### src/numeric_type_coercion_top_defines.svh
// assertion macros for the numeric type coercion block
// used by numeric_type_coercion_top; expects aclk and aresetn in scope
`ifndef NUMERIC_TYPE_COERCION_TOP_DEFINES_SVH
`define NUMERIC_TYPE_COERCION_TOP_DEFINES_SVH

// condition implies consequence in the same cycle
`define NTC_ASSERT_NOW(label, ante, cons, msg) \
    label: assert property (@(posedge aclk) disable iff (!aresetn) (ante) |-> (cons)) \
        else $error(msg);

// condition implies consequence in the next cycle
`define NTC_ASSERT_NEXT(label, ante, cons, msg) \
    label: assert property (@(posedge aclk) disable iff (!aresetn) (ante) |=> (cons)) \
        else $error(msg);

`endif

### src/ntc_pkg.sv
// shared types, codes and constants of the numeric type coercion block
// no dependencies
package ntc_pkg;

    // type codes
    localparam logic [4:0] TY_NOTHING  = 5'd0;
    localparam logic [4:0] TY_BOOL     = 5'd1;
    localparam logic [4:0] TY_DECIMAL  = 5'd2;
    localparam logic [4:0] TY_DOUBLE   = 5'd3;
    localparam logic [4:0] TY_FLOAT    = 5'd4;
    localparam logic [4:0] TY_INTEGER  = 5'd5;
    localparam logic [4:0] TY_NONPOS   = 5'd6;
    localparam logic [4:0] TY_NEG      = 5'd7;
    localparam logic [4:0] TY_LONG     = 5'd8;
    localparam logic [4:0] TY_INT      = 5'd9;
    localparam logic [4:0] TY_SHORT    = 5'd10;
    localparam logic [4:0] TY_BYTE     = 5'd11;
    localparam logic [4:0] TY_NONNEG   = 5'd12;
    localparam logic [4:0] TY_ULONG    = 5'd13;
    localparam logic [4:0] TY_UINT     = 5'd14;
    localparam logic [4:0] TY_USHORT   = 5'd15;
    localparam logic [4:0] TY_UBYTE    = 5'd16;
    localparam logic [4:0] TY_POSITIVE = 5'd17;
    localparam logic [4:0] TY_OTHER    = 5'd18;

    // status codes
    localparam logic [2:0] ST_OK     = 3'd0;
    localparam logic [2:0] ST_ROUND  = 3'd1;
    localparam logic [2:0] ST_RANGE  = 3'd2;
    localparam logic [2:0] ST_UNSUP  = 3'd3;
    localparam logic [2:0] ST_TRUNC  = 3'd4;
    localparam logic [2:0] ST_REDUCE = 3'd5;

    // largest integer magnitudes converted exactly to a float target
    localparam logic signed [63:0] DBL_INT_LIMIT = 64'sd9007199254740991;
    localparam logic signed [63:0] FLT_INT_LIMIT = 64'sd16777215;

    // normaliser result
    typedef struct packed {
        logic [63:0] norm;
        logic [5:0]  lz;
        logic        zero;
    } ntc_norm_t;

    // right alignment result with rounding information
    typedef struct packed {
        logic [52:0] ip;
        logic        guard;
        logic        sticky;
    } ntc_align_t;

    // byte size of each type
    function automatic logic [3:0] type_bytes(input logic [4:0] t);
        logic [3:0] nb;
        case (t)
            TY_BOOL, TY_BYTE, TY_UBYTE:   nb = 4'd1;
            TY_SHORT, TY_USHORT:          nb = 4'd2;
            TY_FLOAT, TY_INT, TY_UINT:    nb = 4'd4;
            TY_DECIMAL, TY_DOUBLE, TY_INTEGER, TY_NONPOS, TY_NEG, TY_LONG,
            TY_NONNEG, TY_ULONG, TY_POSITIVE: nb = 4'd8;
            default:                      nb = 4'd0;
        endcase
        return nb;
    endfunction

endpackage

### src/ntc_norm.sv
// leading-zero normaliser for 64-bit magnitudes, six halving steps
// depends on ntc_pkg
module ntc_norm import ntc_pkg::*; (
    input  logic [63:0] val,
    output ntc_norm_t   res
);
    logic [63:0] x1, x2, x3, x4, x5, x6;
    logic [5:0]  lz;

    // shift by 32, 16, 8, 4, 2, 1 while the top part is empty
    assign lz[5] = (val[63:32] == 32'd0);
    assign x1    = lz[5] ? {val[31:0], 32'd0} : val;
    assign lz[4] = (x1[63:48] == 16'd0);
    assign x2    = lz[4] ? {x1[47:0], 16'd0} : x1;
    assign lz[3] = (x2[63:56] == 8'd0);
    assign x3    = lz[3] ? {x2[55:0], 8'd0} : x2;
    assign lz[2] = (x3[63:60] == 4'd0);
    assign x4    = lz[2] ? {x3[59:0], 4'd0} : x3;
    assign lz[1] = (x4[63:62] == 2'd0);
    assign x5    = lz[1] ? {x4[61:0], 2'd0} : x4;
    assign lz[0] = ~x5[63];
    assign x6    = lz[0] ? {x5[62:0], 1'b0} : x5;

    assign res.norm = x6;
    assign res.lz   = lz;
    assign res.zero = (val == 64'd0);
endmodule

### src/ntc_align.sv
// right alignment of a 53-bit significand with guard and sticky bits
// depends on ntc_pkg
module ntc_align import ntc_pkg::*; (
    input  logic [52:0] sig,
    input  logic [5:0]  sh,
    output ntc_align_t  res
);
    logic [116:0] t;

    // integer part from bit 64 up, fraction below
    assign t          = {sig, 64'd0} >> sh;
    assign res.ip     = t[116:64];
    assign res.guard  = t[63];
    assign res.sticky = |t[62:0];
endmodule

### src/ntc_core.sv
// conversion datapath: source decode, float/integer conversion, range checks
// depends on ntc_pkg, ntc_norm and ntc_align
module ntc_core import ntc_pkg::*; (
    input  logic [4:0]  in_type,
    input  logic [4:0]  out_type,
    input  logic [63:0] in_bits,
    input  logic        allow_round,
    input  logic        allow_truncate,
    input  logic        allow_reduce_precision,
    output logic [2:0]  status,
    output logic [63:0] out_bits,
    output logic [3:0]  out_bytes
);
    ntc_norm_t   nrm;
    ntc_align_t  aln;
    logic [63:0] norm_in;
    logic [52:0] aln_sig;
    logic [5:0]  aln_sh;

    logic        src_real;
    logic        rnd_eff;
    logic [63:0] wd;
    logic [63:0] d;
    logic        ds;
    logic [10:0] de;
    logic [51:0] dm;
    logic        d_nan;
    logic        d_big;
    logic [5:0]  sh_int;
    logic [5:0]  sh_nar;
    logic [10:0] ne;
    logic        rup;
    logic [63:0] rmag;
    logic [63:0] rv;
    logic [2:0]  rl_st;

    logic [2:0]  tl_st;
    logic [63:0] tl_v;
    logic [63:0] mag_in;
    logic [2:0]  lst;
    logic [63:0] lv;
    logic [2:0]  ust;
    logic [63:0] u;

    logic [63:0] i2d;
    logic [63:0] i2f;
    logic [63:0] nar;
    logic [30:0] nar_body;
    logic        nar_up;

    logic [2:0]  st;
    logic [63:0] res;
    logic [3:0]  nb;

    function automatic logic outside(input logic [63:0] x, input logic signed [63:0] lo,
                                     input logic signed [63:0] hi);
        return ($signed(x) < lo) || ($signed(x) > hi);
    endfunction

    // shared normaliser: float subnormal mantissa or integer magnitude
    assign norm_in = (in_type == TY_FLOAT) ? {41'd0, in_bits[22:0]} : mag_in;

    ntc_norm u_norm (
        .val (norm_in),
        .res (nrm)
    );

    // widen binary32 to binary64
    always_comb begin
        if (in_bits[30:23] == 8'hFF) begin
            wd = {in_bits[31], 11'h7FF,
                  (in_bits[22:0] != 23'd0) ? {1'b1, in_bits[21:0]} : 23'd0, 29'd0};
        end else if (in_bits[30:23] == 8'd0) begin
            wd = (in_bits[22:0] == 23'd0) ? {in_bits[31], 63'd0} :
                 {in_bits[31], 11'd937 - {5'd0, nrm.lz}, nrm.norm[62:11]};
        end else begin
            wd = {in_bits[31], {3'd0, in_bits[30:23]} + 11'd896, in_bits[22:0], 29'd0};
        end
    end

    // real source view
    assign src_real = (in_type == TY_DECIMAL) || (in_type == TY_DOUBLE) ||
                      (in_type == TY_FLOAT);
    assign d     = (in_type == TY_FLOAT) ? wd : in_bits;
    assign ds    = d[63];
    assign de    = d[62:52];
    assign dm    = d[51:0];
    assign d_nan = (de == 11'h7FF) && (dm != 52'd0);
    assign d_big = (in_type == TY_FLOAT) ? (de >= 11'd1047) : (de >= 11'd1076);
    assign ne    = in_bits[62:52];

    // alignment shift for real-to-integer and for float subnormal results
    always_comb begin
        if (de >= 11'd1076)      sh_int = 6'd0;
        else if (de <= 11'd1012) sh_int = 6'd63;
        else                     sh_int = 6'(11'd1075 - de);
        if (ne <= 11'd863)       sh_nar = 6'd63;
        else if (ne >= 11'd897)  sh_nar = 6'd0;
        else                     sh_nar = 6'(11'd926 - ne);
    end

    assign aln_sig = (out_type == TY_FLOAT) ? {ne != 11'd0, in_bits[51:0]} : {de != 11'd0, dm};
    assign aln_sh  = (out_type == TY_FLOAT) ? sh_nar : sh_int;

    ntc_align u_align (
        .sig (aln_sig),
        .sh  (aln_sh),
        .res (aln)
    );

    // rounding permission only for wide integer and boolean targets
    always_comb begin
        case (out_type)
            TY_BOOL, TY_INTEGER, TY_NONPOS, TY_NEG, TY_LONG, TY_NONNEG, TY_ULONG,
            TY_POSITIVE: rnd_eff = allow_round;
            default:     rnd_eff = 1'b0;
        endcase
    end

    // real to integer, nearest even
    assign rup  = aln.guard & (aln.sticky | aln.ip[0]);
    assign rmag = {11'd0, aln.ip} + {63'd0, rup};
    assign rv   = ds ? (64'd0 - rmag) : rmag;

    always_comb begin
        if (d_nan)
            rl_st = ST_RANGE;
        else if (!rnd_eff && !ds && (aln.guard | aln.sticky))
            rl_st = ST_ROUND;
        else if (d_big)
            rl_st = ST_RANGE;
        else
            rl_st = ST_OK;
    end

    // integer and boolean sources
    always_comb begin
        tl_st = ST_OK;
        tl_v  = in_bits;
        case (in_type)
            TY_BOOL:     tl_v = {63'd0, |in_bits[7:0]};
            TY_INTEGER, TY_NONPOS, TY_NEG, TY_LONG: tl_v = in_bits;
            TY_INT:      tl_v = {{32{in_bits[31]}}, in_bits[31:0]};
            TY_SHORT:    tl_v = {{48{in_bits[15]}}, in_bits[15:0]};
            TY_BYTE:     tl_v = {{56{in_bits[7]}}, in_bits[7:0]};
            TY_NONNEG, TY_ULONG, TY_POSITIVE: begin
                if (in_bits[63])
                    tl_st = ST_RANGE;
            end
            TY_UINT:     tl_v = {32'd0, in_bits[31:0]};
            TY_USHORT:   tl_v = {48'd0, in_bits[15:0]};
            TY_UBYTE:    tl_v = {56'd0, in_bits[7:0]};
            default:     tl_st = ST_UNSUP;
        endcase
    end

    assign mag_in = tl_v[63] ? (64'd0 - tl_v) : tl_v;
    assign lst    = src_real ? rl_st : tl_st;
    assign lv     = src_real ? rv : tl_v;

    // unsigned view of the source
    always_comb begin
        if ((in_type == TY_NONNEG) || (in_type == TY_ULONG) || (in_type == TY_POSITIVE)) begin
            ust = ST_OK;
            u   = in_bits;
        end else begin
            ust = (lst != ST_OK) ? lst : (lv[63] ? ST_RANGE : ST_OK);
            u   = lv;
        end
    end

    // integer to binary64 and binary32, exact within the limits
    assign i2d = nrm.zero ? 64'd0 :
                 {tl_v[63], 11'd1086 - {5'd0, nrm.lz}, nrm.norm[62:11]};
    assign i2f = nrm.zero ? 64'd0 :
                 {32'd0, tl_v[63], 8'd190 - {2'd0, nrm.lz}, nrm.norm[62:40]};

    // binary64 to binary32, nearest even, overflow to infinity
    always_comb begin
        if (ne >= 11'd897) begin
            nar_up   = in_bits[28] & ((|in_bits[27:0]) | in_bits[29]);
            nar_body = {8'(ne - 11'd896), in_bits[51:29]} + {30'd0, nar_up};
        end else begin
            nar_up   = aln.guard & (aln.sticky | aln.ip[0]);
            nar_body = {8'd0, aln.ip[22:0]} + {30'd0, nar_up};
        end
        if ((ne == 11'h7FF) && (in_bits[51:0] != 52'd0))
            nar = {32'd0, in_bits[63], 8'hFF, 1'b1, in_bits[50:29]};
        else if (ne >= 11'd1151)
            nar = {32'd0, in_bits[63], 8'hFF, 23'd0};
        else
            nar = {32'd0, in_bits[63], nar_body};
    end

    // target selection
    always_comb begin
        st  = ST_UNSUP;
        res = 64'd0;
        nb  = 4'd0;
        if (in_type == out_type) begin
            if (in_type < TY_OTHER) begin
                st = ST_OK;
                nb = type_bytes(in_type);
                case (nb)
                    4'd1:    res = {56'd0, in_bits[7:0]};
                    4'd2:    res = {48'd0, in_bits[15:0]};
                    4'd4:    res = {32'd0, in_bits[31:0]};
                    4'd8:    res = in_bits;
                    default: res = 64'd0;
                endcase
            end
        end else begin
            case (out_type)
                TY_BOOL: begin
                    st = lst;
                    if (lst == ST_OK) begin
                        if (!allow_truncate && (lv != 64'd0) && (lv != 64'd1)) begin
                            st = ST_TRUNC;
                        end else begin
                            res = {63'd0, lv != 64'd0};
                            nb  = 4'd1;
                        end
                    end
                end
                TY_DECIMAL, TY_DOUBLE: begin
                    nb = 4'd8;
                    if ((in_type == TY_DECIMAL) || (in_type == TY_DOUBLE)) begin
                        st  = ST_OK;
                        res = in_bits;
                    end else if (in_type == TY_FLOAT) begin
                        st  = ST_OK;
                        res = wd;
                    end else begin
                        st  = (lst == ST_OK && outside(lv, -DBL_INT_LIMIT, DBL_INT_LIMIT)) ?
                              ST_RANGE : lst;
                        res = i2d;
                    end
                end
                TY_FLOAT: begin
                    nb = 4'd4;
                    if ((in_type == TY_DECIMAL) || (in_type == TY_DOUBLE)) begin
                        st  = allow_reduce_precision ? ST_OK : ST_REDUCE;
                        res = nar;
                    end else begin
                        st  = (lst == ST_OK && outside(lv, -FLT_INT_LIMIT, FLT_INT_LIMIT)) ?
                              ST_RANGE : lst;
                        res = i2f;
                    end
                end
                TY_INTEGER, TY_NONPOS, TY_NEG, TY_LONG: begin
                    nb  = 4'd8;
                    st  = lst;
                    res = lv;
                    if ((lst == ST_OK) &&
                        (((out_type == TY_NONPOS) && ($signed(lv) > 64'sd0)) ||
                         ((out_type == TY_NEG) && ($signed(lv) >= 64'sd0))))
                        st = ST_RANGE;
                end
                TY_INT: begin
                    nb  = 4'd4;
                    st  = (lst == ST_OK && outside(lv, -64'sd2147483648, 64'sd2147483647)) ?
                          ST_RANGE : lst;
                    res = {32'd0, lv[31:0]};
                end
                TY_SHORT: begin
                    nb  = 4'd2;
                    st  = (lst == ST_OK && outside(lv, -64'sd32768, 64'sd32767)) ?
                          ST_RANGE : lst;
                    res = {48'd0, lv[15:0]};
                end
                TY_BYTE: begin
                    nb  = 4'd1;
                    st  = (lst == ST_OK && outside(lv, -64'sd128, 64'sd127)) ?
                          ST_RANGE : lst;
                    res = {56'd0, lv[7:0]};
                end
                TY_NONNEG, TY_ULONG, TY_POSITIVE: begin
                    nb  = 4'd8;
                    st  = (ust == ST_OK && out_type == TY_POSITIVE && u == 64'd0) ?
                          ST_RANGE : ust;
                    res = u;
                end
                TY_UINT: begin
                    nb  = 4'd4;
                    st  = (ust == ST_OK && u[63:32] != 32'd0) ? ST_RANGE : ust;
                    res = u;
                end
                TY_USHORT: begin
                    nb  = 4'd2;
                    st  = (ust == ST_OK && u[63:16] != 48'd0) ? ST_RANGE : ust;
                    res = u;
                end
                TY_UBYTE: begin
                    nb  = 4'd1;
                    st  = (ust == ST_OK && u[63:8] != 56'd0) ? ST_RANGE : ust;
                    res = u;
                end
                default: st = ST_UNSUP;
            endcase
        end
    end

    // failure clears value and size
    assign status    = st;
    assign out_bits  = (st == ST_OK) ? res : 64'd0;
    assign out_bytes = (st == ST_OK) ? nb : 4'd0;
endmodule

### src/numeric_type_coercion_top.sv
// Path: an accepted input transaction passes the input register, the conversion logic
// and the result register; m_tvalid rises when the result register is loaded.
// Throughput: one transaction per cycle; each register stage moves on when the next one
// is empty or being emptied, so a held result stops input once the input register is full.
// Reset: aresetn (synchronous, active low) clears both stage valid flags.
`include "numeric_type_coercion_top_defines.svh"
module numeric_type_coercion_top import ntc_pkg::*; (
    input  logic        aclk,
    input  logic        aresetn,
    input  logic        s_tvalid,
    output logic        s_tready,
    // in_bits[63:0], allow_round[64], allow_truncate[65], allow_reduce_precision[66]
    input  logic [71:0] s_tdata,
    // in_type[4:0], out_type[9:5]
    input  logic [9:0]  s_tuser,
    output logic        m_tvalid,
    input  logic        m_tready,
    // out_bits[63:0], out_bytes[67:64]
    output logic [71:0] m_tdata,
    // status[2:0]
    output logic [2:0]  m_tuser
);
    logic        in_vld_reg, in_vld_next;
    logic [4:0]  in_type_reg;
    logic [4:0]  out_type_reg;
    logic [63:0] in_bits_reg;
    logic        rnd_reg, trn_reg, red_reg;
    logic        out_vld_reg, out_vld_next;
    logic [2:0]  out_status_reg;
    logic [63:0] out_bits_reg;
    logic [3:0]  out_bytes_reg;
    logic        out_adv;
    logic [2:0]  c_status;
    logic [63:0] c_bits;
    logic [3:0]  c_bytes;

    // stage handshake
    assign out_adv      = ~out_vld_reg | m_tready;
    assign s_tready     = ~in_vld_reg | out_adv;
    assign in_vld_next  = s_tready ? s_tvalid : in_vld_reg;
    assign out_vld_next = out_adv ? in_vld_reg : out_vld_reg;

    // valid flags
    always_ff @(posedge aclk) begin
        if (!aresetn) begin
            in_vld_reg  <= 1'b0;
            out_vld_reg <= 1'b0;
        end else begin
            in_vld_reg  <= in_vld_next;
            out_vld_reg <= out_vld_next;
        end
    end

    // input register
    always_ff @(posedge aclk) begin
        if (s_tready && s_tvalid) begin
            in_bits_reg  <= s_tdata[63:0];
            rnd_reg      <= s_tdata[64];
            trn_reg      <= s_tdata[65];
            red_reg      <= s_tdata[66];
            in_type_reg  <= s_tuser[4:0];
            out_type_reg <= s_tuser[9:5];
        end
    end

    ntc_core u_core (
        .in_type                (in_type_reg),
        .out_type               (out_type_reg),
        .in_bits                (in_bits_reg),
        .allow_round            (rnd_reg),
        .allow_truncate         (trn_reg),
        .allow_reduce_precision (red_reg),
        .status                 (c_status),
        .out_bits               (c_bits),
        .out_bytes              (c_bytes)
    );

    // result register
    always_ff @(posedge aclk) begin
        if (out_adv && in_vld_reg) begin
            out_status_reg <= c_status;
            out_bits_reg   <= c_bits;
            out_bytes_reg  <= c_bytes;
        end
    end

    assign m_tvalid = out_vld_reg;
    assign m_tdata  = {4'd0, out_bytes_reg, out_bits_reg};
    assign m_tuser  = out_status_reg;

    // checks on the conversion and the stage hand-over
    `NTC_ASSERT_NOW(a_fail_zero, m_tvalid && (out_status_reg != ST_OK), (out_bits_reg == 64'd0) && (out_bytes_reg == 4'd0), "failed conversion carries a value")
    `NTC_ASSERT_NOW(a_status_known, m_tvalid, out_status_reg <= ST_REDUCE, "status code out of set")
    `NTC_ASSERT_NOW(a_narrow_clean, m_tvalid && (out_bytes_reg == 4'd4), out_bits_reg[63:32] == 32'd0, "four-byte result has high bits set")
    `NTC_ASSERT_NEXT(a_stage_moves, in_vld_reg && !out_vld_reg, out_vld_reg, "item not moved to result stage")
endmodule
### config.mk
export PLATFORM = sky130hd
export DESIGN_NAME = numeric_type_coercion_top
export DESIGN_NICKNAME = d
export VERILOG_FILES = /design/src/ntc_pkg.sv /design/src/ntc_norm.sv /design/src/ntc_align.sv /design/src/ntc_core.sv /design/src/numeric_type_coercion_top.sv
export VERILOG_INCLUDE_DIRS = /design/src /design/src/src
export SDC_FILE = /design/constraint.sdc
export NUM_CORES = 2
export LEC_CHECK = 0
export BUFFER_PORTS_ARGS = -buffer_cell sky130_fd_sc_hd__buf_2
export CAP_MARGIN = 20
export CORE_AREA = 2 2 296 445
export CTS_CLUSTER_SIZE = 12
export DETAILED_ROUTE_END_ITERATION = 10
export DIE_AREA = 0 0 298 447
export SETUP_SLACK_MARGIN = 0.05
export SLEW_MARGIN = 20
export SYNTH_ARGS = -nofsm -noshare
export SYNTH_HDL_FRONTEND = slang
export SYNTH_SLANG_ARGS = --single-unit
export TNS_END_PERCENT = 20
### constraint.sdc
create_clock -name aclk -period 16.7 [get_ports aclk]
set_clock_uncertainty 0.1 [all_clocks]
set_input_delay 2.505 -clock aclk [delete_from_list [all_inputs] [get_ports aclk]]
set_output_delay 2.505 -clock aclk [all_outputs]
set_load 0.03 [all_outputs]
Yosys cells after proc, flatten, opt, wreduce, memory -nomap -nowiden
Memories as Yosys holds them, arrays and structs flattened. A register that Yosys moved wholly into a read port is not among the register bits.
Cells that the tools add are included.
{"block": "classes", "reduce_logical": 70, "shift": 1, "order_cmp": 19, "n_mux": 75, "add_sub_neg": 12, "bitwise_logic": 10, "eq_ne": 43}
{"cell": "64-bit 2-to-1 mux", "count": 17}
{"cell": "64-bit case mux with 8 select lines", "count": 1}
{"cell": "64-bit case mux with 7 select lines", "count": 1}
{"cell": "64-bit case mux with 4 select lines", "count": 1}
{"cell": "63-bit 2-to-1 mux", "count": 4}
{"cell": "64-bit logical NOT", "count": 2}
{"cell": "1-bit by 64-bit subtractor with 64-bit output, first input constant", "count": 2}
{"cell": "117-bit by 6-bit >> shifter with 117-bit output", "count": 1}
{"cell": "52-bit nonzero test", "count": 2}
{"cell": "31-bit 2-to-1 mux", "count": 3}
{"cell": "5-bit by 4-bit == test with 1-bit output, second input constant", "count": 16}
{"cell": "3-bit 2-to-1 mux", "count": 22}
{"cell": "64-bit by 1-bit greater-or-equal comparator with 1-bit output, second input constant", "count": 1}
{"cell": "64-bit by 1-bit > comparator with 1-bit output, second input constant", "count": 1}
{"cell": "64-bit by 16-bit > comparator with 1-bit output, second input constant", "count": 1}
{"cell": "64-bit by 25-bit > comparator with 1-bit output, second input constant", "count": 1}
{"cell": "64-bit by 32-bit > comparator with 1-bit output, second input constant", "count": 1}
{"cell": "64-bit by 54-bit > comparator with 1-bit output, second input constant", "count": 1}
{"cell": "64-bit by 8-bit > comparator with 1-bit output, second input constant", "count": 1}
{"cell": "64-bit by 16-bit less-than comparator with 1-bit output, second input constant", "count": 1}
{"cell": "64-bit by 25-bit less-than comparator with 1-bit output, second input constant", "count": 1}
{"cell": "64-bit by 32-bit less-than comparator with 1-bit output, second input constant", "count": 1}
{"cell": "64-bit by 54-bit less-than comparator with 1-bit output, second input constant", "count": 1}
{"cell": "64-bit by 8-bit less-than comparator with 1-bit output, second input constant", "count": 1}
{"cell": "other kinds (66)", "count": 146}
{"block": "totals", "mem_bits_ro": 128, "memories": 1, "out_inout_bits": 77, "ff_bits": 150, "word_cells": 242}
{"memory": "(no name shown)", "depth": 32, "width": 4, "rd": 1, "rd_clocked_by_memory_dff": 1, "write_ports": 0, "line": "ntc_pkg.sv:55", "text": "case (t)"}

Logic depth before layout (Yosys ltp)
{"block": "depth", "ltp_word": 43, "ltp_mapped": 71, "mapped_depth_nobuf": 56}

Cells and area by module
From an unflattened synthesis, not the netlist that was laid out.
{"block": "unflattened", "hier_cells": 3814, "area_unflattened_um2": 27527.7}
{"module": "ntc_core", "area_each_um2": 14800.4, "n_inst": 1, "seq_area_each_um2": 0.0, "cells_each": 2533}
{"module": "numeric_type_coercion_top", "area_each_um2": 4581.9, "n_inst": 1, "seq_area_each_um2": 4484.3, "cells_each": 162}
{"module": "ntc_norm", "area_each_um2": 4347.9, "n_inst": 1, "seq_area_each_um2": 0.0, "cells_each": 661}
{"module": "ntc_align", "area_each_um2": 3797.4, "n_inst": 1, "seq_area_each_um2": 0.0, "cells_each": 458}

Worst setup path after synthesis
No wires, ideal clock.
{"block": "synth_timing", "path_kind": "register to register", "from": "register in_type_reg[3]", "to": "register out_bits_reg[10], data pin", "n_path_buf": 11, "setup_slack_ns": 1.681, "path_stages_with_launch": 61, "t_arrival_ns": 14.642, "t_required_ns": 16.322, "setup_time_ns": 0.278, "synth_period_minus_slack_ns": 15.019, "path_cell_list": "edfxtp_1 -> clkbuf_1 -> buf_1 -> nor2_1 -> nand2_1 -> a31oi_1 -> or2_2 -> clkbuf_1 -> inv_1 -> ha_1 -> o21ai_0 -> a211oi_1 -> buf_2 -> nand3_1 -> o31ai_1 -> xor2_1 -> nand2_1 -> or4_1 -> [... 25 more ...] -> nand3_1 -> nor4_2 -> or4b_1 -> and3_1 -> nor4_4 -> and2_1 -> buf_2 -> a21oi_1 -> or3_1 -> a2111o_1 -> or4_1 -> nand2b_1 -> nor3_1 -> nand4_1 -> and4_1 -> a31oi_2 -> buf_2 -> nor3_2"}
{"block": "synth_between", "elab_chain_len": 43, "word_cells_on_any_way": 154}
{"item": "start: declaration", "line": "numeric_type_coercion_top.sv:24", "text": "logic [4:0] in_type_reg;"}
{"item": "start signal: assignment", "line": "numeric_type_coercion_top.sv:61", "text": "in_type_reg <= s_tuser[4:0];"}
{"item": "branches (longest 43 deep; another with 1-bit by 64-bit subtractor with 64-bit output)"}
{"item": "end signal: assignment", "line": "numeric_type_coercion_top.sv:82", "text": "out_bits_reg <= c_bits;"}
{"item": "end: declaration", "line": "numeric_type_coercion_top.sv:30", "text": "logic [63:0] out_bits_reg;"}
Several ways; the timed one is not identified.
A chain may end at the register's enable or synchronous reset.

Worst setup path in the final report
{"block": "layout_timing", "from": "register in_type_reg[2]", "to": "register out_bits_reg[28], data pin"}
{"block": "layout_between", "elab_chain_len": 43, "word_cells_on_any_way": 151}
{"item": "branches (longest 43 deep; another with 1-bit by 64-bit subtractor with 64-bit output)"}
Several ways; the timed one is not identified.

==> run_summary.xml <==
<?xml version="1.0" encoding="UTF-8"?>
<metrics>
  <group name="outcome">
    <metric name="status" unit="">complete, no violations</metric>
  </group>
  <group name="place">
    <metric name="placed_cells" unit="">7420</metric>
    <metric name="postPlaceCellArea" unit="mm2">0.0428</metric>
    <metric name="post-place-ws" unit="ps">220</metric>
    <metric name="detailedPlacementHpwl" unit="um">226000</metric>
    <metric name="globalplace.congestion" unit="">1.15</metric>
    <metric name="port_buffers" unit="">153</metric>
  </group>
  <group name="synth">
    <metric name="post-synth-top-area-cell" unit="">sky130_fd_sc_hd__edfxtp_1</metric>
    <metric name="syn-instance-count" unit="">4774</metric>
    <metric name="synth.avg_cell_area" unit="um2">6.74</metric>
    <metric name="syn_area" unit="mm2">0.0322</metric>
    <metric name="synth_edf_count" unit="">148</metric>
    <metric name="ys.flop_type" unit="">sky130_fd_sc_hd__edfxtp_1</metric>
    <metric name="yosys.area.top_type_share" unit="%">13.8</metric>
    <metric name="synth-seq-cells" unit="">154</metric>
    <metric name="synthTopCellsByArea" unit="">sky130_fd_sc_hd__edfxtp_1 14%, sky130_fd_sc_hd__a21oi_1 6.5%, sky130_fd_sc_hd__nor2_1 6.4%, sky130_fd_sc_hd__nand2_1 6.2%, sky130_fd_sc_hd__o21ai_0 4.4%</metric>
    <metric name="synthesis.yosys.warnings" unit="">0</metric>
    <metric name="synth-seq-area-share" unit="%">14.2</metric>
    <metric name="synth.lib_cells_used.distinct" unit="">131</metric>
    <metric name="postSynth.asyncResetShare" unit="%">0</metric>
    <metric name="top_cells_by_instance_count_after_synthesis" unit="">546 x sky130_fd_sc_hd__nor2_1, 533 x sky130_fd_sc_hd__nand2_1, 418 x sky130_fd_sc_hd__a21oi_1, 282 x sky130_fd_sc_hd__clkbuf_1, 281 x sky130_fd_sc_hd__o21ai_0</metric>
    <metric name="yosysMostFrequentCell" unit="">sky130_fd_sc_hd__nor2_1</metric>
  </group>
  <group name="detailed_routing">
    <metric name="drt_pre_antenna_iters" unit="">8</metric>
    <metric name="drt_iter0_drc" unit="">6320</metric>
    <metric name="via_per_inst" unit="">6.44</metric>
    <metric name="routed_wire_length" unit="um">285000</metric>
    <metric name="avgRoutedWirePerCell" unit="um">38.1</metric>
    <metric name="drcViolationCount" unit="">0</metric>
    <metric name="antenna_violating_nets_post_route" unit="">0</metric>
    <metric name="routed-via-count" unit="">48100</metric>
  </group>
  <group name="grt">
    <metric name="antenna_found_initial" unit="">27</metric>
    <metric name="global_route.overflow_total" unit="">0</metric>
    <metric name="grt.total_usage" unit="%">41.5</metric>
    <metric name="first_global_vias" unit="">45500</metric>
    <metric name="maximum_number_of_pins_on_one_net_before_global_route_repair" unit="">72</metric>
    <metric name="grt_pass1_wl" unit="um">385000</metric>
  </group>
  <group name="worst_setup_path">
    <metric name="worst-endpoint-arrival" unit="ps">16570</metric>
    <metric name="cp-end-kind" unit="">flop</metric>
    <metric name="worst_setup_path_startpoint" unit="">in_type_reg[2]$_DFFE_PP_</metric>
    <metric name="reg2reg_depth" unit="">57</metric>
    <metric name="slowest_stage" unit="">sky130_fd_sc_hd__or4_1</metric>
    <metric name="worst-path-max-fanout" unit="">31</metric>
    <metric name="timing.critical_path.from_type" unit="">flop</metric>
    <metric name="critical-path-top-cell-by-count" unit="">sky130_fd_sc_hd__buf_4</metric>
    <metric name="timing.setup.critical_path_class" unit="">flop to flop</metric>
    <metric name="critical_path_required" unit="ps">16830</metric>
    <metric name="worst_r2r_startpoint" unit="">in_type_reg[2]$_DFFE_PP_</metric>
    <metric name="timing.critical_path.slowest_cell_delay" unit="ps">810</metric>
  </group>
  <group name="finish">
    <metric name="fin_cells" unit="">7472</metric>
    <metric name="final_nets" unit="">5820</metric>
    <metric name="final_layout_size_suffix_gt1_share" unit="%">29.1</metric>
    <metric name="design_area" unit="mm2">0.0437</metric>
    <metric name="areaGrowthSynthToFinish" unit="%">35.9</metric>
    <metric name="fin_util" unit="%">33.8</metric>
  </group>
  <group name="pwr">
    <metric name="irDropWorstVdd" unit="mV">0.0567</metric>
    <metric name="total_power" unit="mW">3.46</metric>
    <metric name="power_leakage" unit="nW">16.7</metric>
    <metric name="power_density" unit="mW/mm2">79.1</metric>
  </group>
  <group name="timing">
    <metric name="setup_slack" unit="ps">261</metric>
    <metric name="hold_viol_final" unit="">0</metric>
    <metric name="setup-violations-final" unit="">0</metric>
    <metric name="hold-worst-slack" unit="ps">460</metric>
    <metric name="final.setup.tns" unit="ps">0</metric>
    <metric name="post-route-min-period" unit="ps">16440</metric>
    <metric name="timing.max_slew.rel_slack" unit="%">17.1</metric>
    <metric name="drv_slew" unit="">0</metric>
    <metric name="worst-slew-pin-transition" unit="ps">1240</metric>
    <metric name="fin_crit_sh" unit="%">98.4</metric>
    <metric name="clock.fmax" unit="GHz">0.0608</metric>
  </group>
  <group name="die">
    <metric name="io_pins" unit="">163</metric>
    <metric name="design.core.area" unit="mm2">0.129</metric>
    <metric name="die-width" unit="um">298</metric>
    <metric name="placementRows" unit="">162</metric>
    <metric name="initial_utilization" unit="%">24.9</metric>
    <metric name="die-area" unit="mm2">0.133</metric>
    <metric name="die_h" unit="um">447</metric>
  </group>
  <group name="clock_network">
    <metric name="htreeDepth" unit="">4</metric>
    <metric name="clockBufferDepth" unit="">2</metric>
    <metric name="cts_tree" unit="">built</metric>
    <metric name="cts_root_buf" unit="">sky130_fd_sc_hd__clkbuf_16</metric>
    <metric name="tritoncts.num_buffers" unit="">17</metric>
    <metric name="worst_setup_hold_path_clk_slew" unit="ps">80</metric>
    <metric name="post_cts_hold_buffer_count" unit="">0</metric>
    <metric name="clock_sink_count" unit="">154</metric>
    <metric name="clk-insertion-delay-late" unit="ps">510</metric>
  </group>
  <group name="flow_run">
    <metric name="timing.max_cap.violations" unit="">0</metric>
  </group>
  <group name="worst_hold_path">
    <metric name="hold_depth" unit="">1</metric>
    <metric name="min_path_type" unit="">flop to flop</metric>
    <metric name="hp-start" unit="">in_vld_reg$_SDFFE_PN0N_</metric>
  </group>
</metrics>
[where the power goes]
part           leakage, nW  internal, mW  switching [mW]
logic                 15.0         0.887            1.68
registers             1.43         0.447          0.0216
clock network        0.301         0.216           0.205
[placed cells by master, fill, tap and decap left out, types with 38 or more instances in the layout]
master	netlist	routed
sky130_fd_sc_hd__nor2_1	546	536
sky130_fd_sc_hd__o221ai_1	44	44
sky130_fd_sc_hd__nand2_1	533	530
sky130_fd_sc_hd__o31ai_1	49	46
sky130_fd_sc_hd__a22oi_1	74	73
sky130_fd_sc_hd__buf_2	80	154
sky130_fd_sc_hd__a21oi_1	418	412
sky130_fd_sc_hd__nor3_1	199	195
sky130_fd_sc_hd__nand4_1	83	83
sky130_fd_sc_hd__o22ai_1	71	70
sky130_fd_sc_hd__and2_1	54	53
sky130_fd_sc_hd__mux2i_1	97	95
sky130_fd_sc_hd__o211ai_1	71	71
sky130_fd_sc_hd__a31oi_1	101	99
sky130_fd_sc_hd__a21o_1	39	38
sky130_fd_sc_hd__xor2_1	53	52
sky130_fd_sc_hd__or2_2	42	42
sky130_fd_sc_hd__a211o_1	45	44
sky130_fd_sc_hd__xnor2_1	80	80
sky130_fd_sc_hd__nand3_1	160	158
sky130_fd_sc_hd__buf_4	12	1165
sky130_fd_sc_hd__and3_1	69	67
sky130_fd_sc_hd__a211oi_1	81	78
sky130_fd_sc_hd__or4_1	39	38
sky130_fd_sc_hd__o21ai_0	281	271
sky130_fd_sc_hd__nand2b_1	44	43
sky130_fd_sc_hd__edfxtp_1	148	148
sky130_fd_sc_hd__nor4_1	92	87
sky130_fd_sc_hd__or3_1	73	72
[final cells by class]
| cell class | instances | area (um2) |
|---|---|---|
| antenna | 16 | 40.0 |
| clock buffer | 17 | 425 |
| clock inverter | 15 | 196 |
| fill | 14300 | 85600 |
| inverter | 41 | 155 |
| multi-input combinational | 4162 | 26200 |
| sequential | 154 | 4560 |
| tap | 1722 | 2150 |
| timing repair buffer | 1345 | 10000 |
[metal layers]
layer	up-vias	GRT usage, %	wire length, um
met2	3308	66.0	125000
met4	18	44.2	38600
li1	20500	-	-
met5	-	0	187
met3	1251	10.5	24700
met1	23100	43.1	96900
[cells by family after synthesis]
logic type | count (synthesis) | share of synthesized area, %
AND/OR/NAND/NOR | 2124 | 33.6
AO/OA/AOI/OAI | 1761 | 38.1
buffers and inverters | 461 | 5.94
flip-flops | 154 | 14.2
XOR/XNOR | 133 | 3.62
other | 1 | 0.0117
multiplexers | 127 | 4.07
adder cells (fa/ha/maj) | 13 | 0.505
[final timing paths]
| path | to | slack [ps] |
|---|---|---|
| max reg2reg | out_bits_reg[28]$_SDFFCE_PP0P_ | 260 |
| min | m_tvalid$_SDFFE_PN0P_ | 460 |
| min reg2reg | m_tvalid$_SDFFE_PN0P_ | 460 |
| max | out_bits_reg[28]$_SDFFCE_PP0P_ | 260 |
[what timing repair did]
| item | CTS | global route |
|---|---|---|
| gates resized for setup | 0 | 25 |
| setup endpoints to repair | 0 | 70 |
| hold endpoints to repair | 0 | 0 |
| setup buffers | 0 | 0 |
[critical path: cells and delay by family (launching register included)]
family	cells	cell delay, ps
flip-flops	1	500
adder cells (fa/ha/maj)	3	720
buffers and inverters	11	2130
AND/OR/NAND/NOR	20	6520
multiplexers	1	280
AO/OA/AOI/OAI	20	5200
XOR/XNOR	2	610
Power figures use the tool's default switching activity.
